<file path="src/rtl/palette_nearest_color_matcher_defines.svh">
// assertion macros shared by the palette color matcher rtl
// no dependencies; included by files that carry concurrent checks
`ifndef PALETTE_NEAREST_COLOR_MATCHER_DEFINES_SVH
`define PALETTE_NEAREST_COLOR_MATCHER_DEFINES_SVH

// same-cycle implication, off while in reset
`define PNC_ASSERT_NOW(lbl, clk, rst_n, ante, cons, msg) \
    lbl: assert property (@(posedge clk) disable iff (!(rst_n)) (ante) |-> (cons)) \
        else $error(msg);

// next-cycle implication, off while in reset
`define PNC_ASSERT_NEXT(lbl, clk, rst_n, ante, cons, msg) \
    lbl: assert property (@(posedge clk) disable iff (!(rst_n)) (ante) |=> (cons)) \
        else $error(msg);

`endif

</file>
<file path="src/rtl/pnc_pkg.sv">
// types and constants of the palette color matcher
// no dependencies; used by every module of the block
`default_nettype none

package pnc_pkg;

    typedef enum logic [1:0] {
        CMD_MATCH   = 2'd0,
        CMD_INSERT  = 2'd1,
        CMD_REVERSE = 2'd2,
        CMD_NONE    = 2'd3
    } t_cmd;

    typedef enum logic [2:0] {
        CFG_BLACK    = 3'd0,
        CFG_WHITE    = 3'd1,
        CFG_CAPACITY = 3'd2,
        CFG_SPAN     = 3'd3,
        CFG_ALLOC    = 3'd4
    } t_cfg_idx;

    typedef enum logic [3:0] {
        S_IDLE,
        S_BS_ADDR,
        S_BS_CMP,
        S_WB_ADDR,
        S_WB_CMP,
        S_SC_ADDR,
        S_SC_KEY,
        S_SC_DIST,
        S_SC_END,
        S_IN_ADDR,
        S_IN_CMP,
        S_SH_ADDR,
        S_SH_WR,
        S_IN_PUT,
        S_REV,
        S_DONE
    } t_state;

    typedef struct packed {
        logic [17:0] key;
        logic [7:0]  slot;
    } t_key_entry;

    typedef struct packed {
        logic [15:0] red;
        logic [15:0] green;
        logic [15:0] blue;
    } t_rgb;

    localparam logic [31:0] ARGB_BLACK  = 32'hFF00_0000;
    localparam logic [31:0] ARGB_WHITE  = 32'hFFFF_FFFF;
    localparam logic [31:0] COLOR_MISS  = 32'hFF00_0000;
    localparam logic [17:0] DIST_NONE   = 18'h3FFFF;

    localparam logic [7:0]  RST_BLACK    = 8'd0;
    localparam logic [7:0]  RST_WHITE    = 8'd1;
    localparam logic [8:0]  RST_CAPACITY = 9'd256;
    localparam logic [17:0] RST_SPAN     = 18'd20000;
    localparam logic [17:0] RST_ALLOC    = 18'd20000;

endpackage

`default_nettype wire

</file>
<file path="src/rtl/pnc_dist.sv">
// manhattan distance between query color and a palette color
// depends on pnc_pkg for the color type
`default_nettype none

module pnc_dist
    import pnc_pkg::*;
(
    input  t_rgb        i_query,
    input  t_rgb        i_entry,
    output logic [17:0] o_dist
);

    logic [15:0] d_red;
    logic [15:0] d_green;
    logic [15:0] d_blue;

    always_comb begin
        d_red   = (i_query.red > i_entry.red) ? i_query.red - i_entry.red
                                              : i_entry.red - i_query.red;
        d_green = (i_query.green > i_entry.green) ? i_query.green - i_entry.green
                                                  : i_entry.green - i_query.green;
        d_blue  = (i_query.blue > i_entry.blue) ? i_query.blue - i_entry.blue
                                                : i_entry.blue - i_query.blue;
        o_dist  = {2'b00, d_red} + {2'b00, d_green} + {2'b00, d_blue};
    end

endmodule

`default_nettype wire

</file>
<file path="config.mk">
export PLATFORM = sky130hd
export DESIGN_NAME = pnc_dist
export DESIGN_NICKNAME = d
export VERILOG_FILES = /design/src/rtl/palette_nearest_color_matcher_defines.svh /design/src/rtl/pnc_pkg.sv /design/src/rtl/pnc_dist.sv
export SDC_FILE = /design/constraint.sdc
export NUM_CORES = 1
export LEC_CHECK = 0
export BUFFER_PORTS_ARGS = -buffer_cell sky130_fd_sc_hd__buf_4
export CAP_MARGIN = 20
export CORE_ASPECT_RATIO = 1.5
export CORE_MARGIN = 3
export CORE_UTILIZATION = 60
export DETAILED_ROUTE_END_ITERATION = 8
export PLACE_DENSITY = 0.91
export SYNTH_ARGS = -nofsm -noshare
export SYNTH_HDL_FRONTEND = slang
export SYNTH_SLANG_ARGS = --single-unit
export TNS_END_PERCENT = 10
</file>
<file path="constraint.sdc">
create_clock -name vclk -period 22.4
set_input_delay 4.48 -clock vclk [all_inputs]
set_output_delay 4.48 -clock vclk [all_outputs]
set_load 0.03 [all_outputs]
</file>
== Yosys cells after proc, flatten, opt, wreduce, memory -nomap -nowiden ==
Index checks and enable logic that the tools add are counted.
Widths: inputs -> output; s select.
Storage, ports and cells
  register bits after elaboration: 0
  input bits: 96
  output and inout port bits: 18
Operators by class
  $add $sub $neg: 8
  magnitude comparators: 3
  multiplexer cells: 3
Operators by type and width (number)
  $sub 16x16->16: 6
  $gt 16x16->1: 3
  $mux 16: 3
  $add 17x16->18: 1
  $add 16x16->17: 1

== Depth between registers and ports, before layout ==
  depth in word-level cells: 4
  gate-level depth with buffers: 23
  depth with buffers taken out: 22

== Worst setup path after synthesis ==
Ideal clock, no wire load.
  kind: input -> output
  start point: in i_query[32] (netlist name)
  end point: out o_dist[15]
  arrival: 9393 ps
  required time: 17920 ps
  path slack: 8527 ps
  stages: 22
  path buffers: 1
  cells stage by stage: inv_1 ha_1 fa_1 nand2b_1 a211oi_1 nor3_1 o21ai_1 o21ai_1 clkbuf_1 nand2_1 o21ai_0 xnor2_1 fa_1 inv_1 fa_1 a21o_1 a21oi_1 o21ai_0 a31oi_1 o21ai_0 a41o_1 nor3_1
On the way
  cells in the longest elaborated chain, start to end: 4
  elaborated cells between the ends (all ways): 6
  those cells by class: 4 x add/sub; 1 x order compare; 1 x mux
RTL lines
  start, declared: line pnc_dist.sv:8  | input t_rgb i_query,
  $sub 16x16->16, or another cell as far along: line pnc_dist.sv:19  | : i_entry.red - i_query.red;
  $mux 16 (*): line pnc_dist.sv:18  | d_red = (i_query.red > i_entry.red) ? i_query.red - i_entry.red
  $add 16x16->17 (*): line pnc_dist.sv:24  | o_dist = {2'b00, d_red} + {2'b00, d_green} + {2'b00, d_blue};
  $add 17x16->18 (*): line pnc_dist.sv:24
  end, declared: line pnc_dist.sv:10  | output logic [17:0] o_dist
Mark *: on every way between the ends. The rest lies on a longest branch, timed or not.

== Worst setup path in the final report ==
  start point: in i_query[5] (netlist name)
  end point: out o_dist[15]
On the way
  cells in the longest elaborated chain, start to end: 3
  elaborated cells between the ends (all ways): 5
  those cells by class: 3 x add/sub; 1 x order compare; 1 x mux
RTL lines
  $sub 16x16->16, or another cell as far along: line pnc_dist.sv:23  | : i_entry.blue - i_query.blue;
  $mux 16 (*): line pnc_dist.sv:22  | d_blue = (i_query.blue > i_entry.blue) ? i_query.blue - i_entry.blue
  $add 17x16->18 (*): line pnc_dist.sv:24
Marked as above.

==> qor.txt <==
status -> finished, final reports clean
synth unique cells -> 52
final total power -> 0.738 mW
share of layout cells above drive strength 1 -> 0.146
First-pass DRT Iterations -> 6
max frequency -> 0.0690 GHz
vias in the first global route -> 5593
Die Y -> 123 um
Post-CTS Resized -> 0
Synth area leaders -> ha_1, inv_1, fa_1, a21oi_1, xnor2_1
Fin. Hold Viols -> 0
CP top delay family -> compound AO/OA/AOI/OAI gates
Crit Path Category -> in -> out
top cell type's share of synthesized area -> 0.249
vias post-DR -> 5632
Bufs and invs on worst path -> 4
Slew @ Worst Pin -> 873 ps
Final period util -> 0.647
final wirelength -> 14.4 mm
Syn Nets -> 986
clock buffer count -> 0
largest net degree at the start of global routing -> 26
port bufs -> 114
register share of total power -> 0
HP Class -> in -> out
core area -> 8620 um^2
hold_buf cts -> 0
routability cong. -> 0.940
boundary pin count -> 114
Final Non-Filler Cells -> 955
CP max FO -> 11
commonest non-fill, non-tap cell in the layout -> inv_1
Final Max Slew Viols -> 0
Row Count -> 41
RSZ-0062 raised after global routing -> false
Switching Fraction -> 0.609
initial drt markers -> 320
endpoints failing setup -> 0
sequential share of the synthesized area -> 0
fin nets -> 1077
Crit path required time -> 17920 ps
HPWL after detailed placement -> 12.4 mm
area grow syn2layout -> 16.3%
Mean Syn Cell Area -> 7.16 um^2
Pint -> 0.289 mW
crit path cell chain -> buf_4, inv_1, ha_1, nand2_1, o31ai_1, a311o_1, a21oi_1, nor2_1, mux2i_1, xor2_1, fa_1, inv_1, fa_1, a21o_1, a21oi_1, o21ai_0, a31oi_1, o21ai_0, a2111oi_0, nor3_1, buf_4
crit end category -> output port
Max IR drop VDD -> 0.154 mV
max cap viols -> 0
post-layout min period -> 14500 ps
number of diodes -> 0
Slew HR -> 0.416
commonest non-fill, non-tap cells in the layout -> inv_1, buf_4, ha_1
crit path DAT -> 10020 ps
PwrDens -> 117 nW/um^2
global-route wire length before repair -> 24.0 mm
Post-CTS Setup Inserts -> 0
GRT Overall Usage -> 0.270
Switch Pwr -> 0.450 mW
DRC viols -> 0
Vias/cell -> 5.90
setup TNS -> 0 ps
Cells after DPL -> 955
DRT antenna net count -> 0
combined flip-flop and latch cell area -> 0 um^2
Initial Util -> 0.631
antenna violations before repair -> 0
clock share of power -> 0
Static Leakage -> 3.52 nW
GRT overflow -> 0
combinational group share of total power -> 1.000
die area -> 10300 um^2
post-synth top area cell -> ha_1
Synth Instances -> 759
slowest stage cell, crit path -> nor2_1
Die W -> 83.7 um
max incr delay on CP -> 680 ps
CP Launch Type -> input pin
Avg WL per Cell -> 15.1 um
synthesized area -> 5440 um^2
Ys Warns -> 0
FFs & Latches -> 0
==> Yosys cell counts, drive strengths merged (3+ instances only) <==
library cell  count
a2111oi           5
a211oi           12
a21o             42
a21oi            75
a221oi            6
a311oi            3
a31oi             9
a41o              3
buf              12
clkbuf           16
fa               23
ha              108
inv             143
mux2i            19
nand2            35
nand2b           11
nand3            11
nand3b            3
nand4            11
nor2             30
nor2b             7
nor3             12
o211ai            4
o21a             15
o21ai            46
o21bai           14
o31ai             4
or4               3
xnor2            40
xor2             15
==> power groups by stage <==
stage          clock, mW  sequential [mW]  combinational, mW
2_1_floorplan          0                0              0.511
3_3_place_gp           0                0              0.713
3_5_place_dp           0                0              0.730
4_1_cts                0                0              0.732
5_1_grt                0                0              0.797
6_report               0                0              0.738
==> logic make-up after synthesis <==
logic type | Yosys count | share of synthesized area
buf+inv | 171 | 0.123
simple gates | 129 | 0.115
fa+ha+maj | 131 | 0.333
xor+xnor | 55 | 0.0886
mux | 19 | 0.0350
compound gates | 254 | 0.306
==> worst paths after layout <==
path | slack [ps] | from | cells after the start | to
worst max-delay path | 7900 | i_query[5] | 21 | o_dist[15]
worst min-delay path | 9690 | i_entry[16] | 5 | o_dist[0]
==> per-stage QoR <==
stage,hold slack (ps),worst slack [ps],util,area (um^2)
4_1_cts,9690,8000,0.734,6320
3_3_place_gp,9680,8200,0.734,6320
2_1_floorplan,9560,8530,-,5440
5_1_grt,9730,7550,0.734,6320
6_report,9690,7900,0.734,6320
3_5_place_dp,9690,8020,0.734,6320
==> metal layers <==
metal,global-route usage,wire [um]
met5,0,0
met1,0.316,5820
met2,0.549,7770
met3,0.00873,640
met4,0.0392,221
==> layout make-up <==
cell class / instances / area [um^2]
timing repair buffer: 117 / 878
tap: 107 / 134
inverter: 143 / 537
fill: 715 / 2300
multi-input combinational: 588 / 4770
==> worst min-delay path, stage by stage <==
cell and delay [ps]:
buf_4 90, ha_1 230, inv_1 70, fa_1 170, buf_4 160
(Power assumes the default switching activity.)
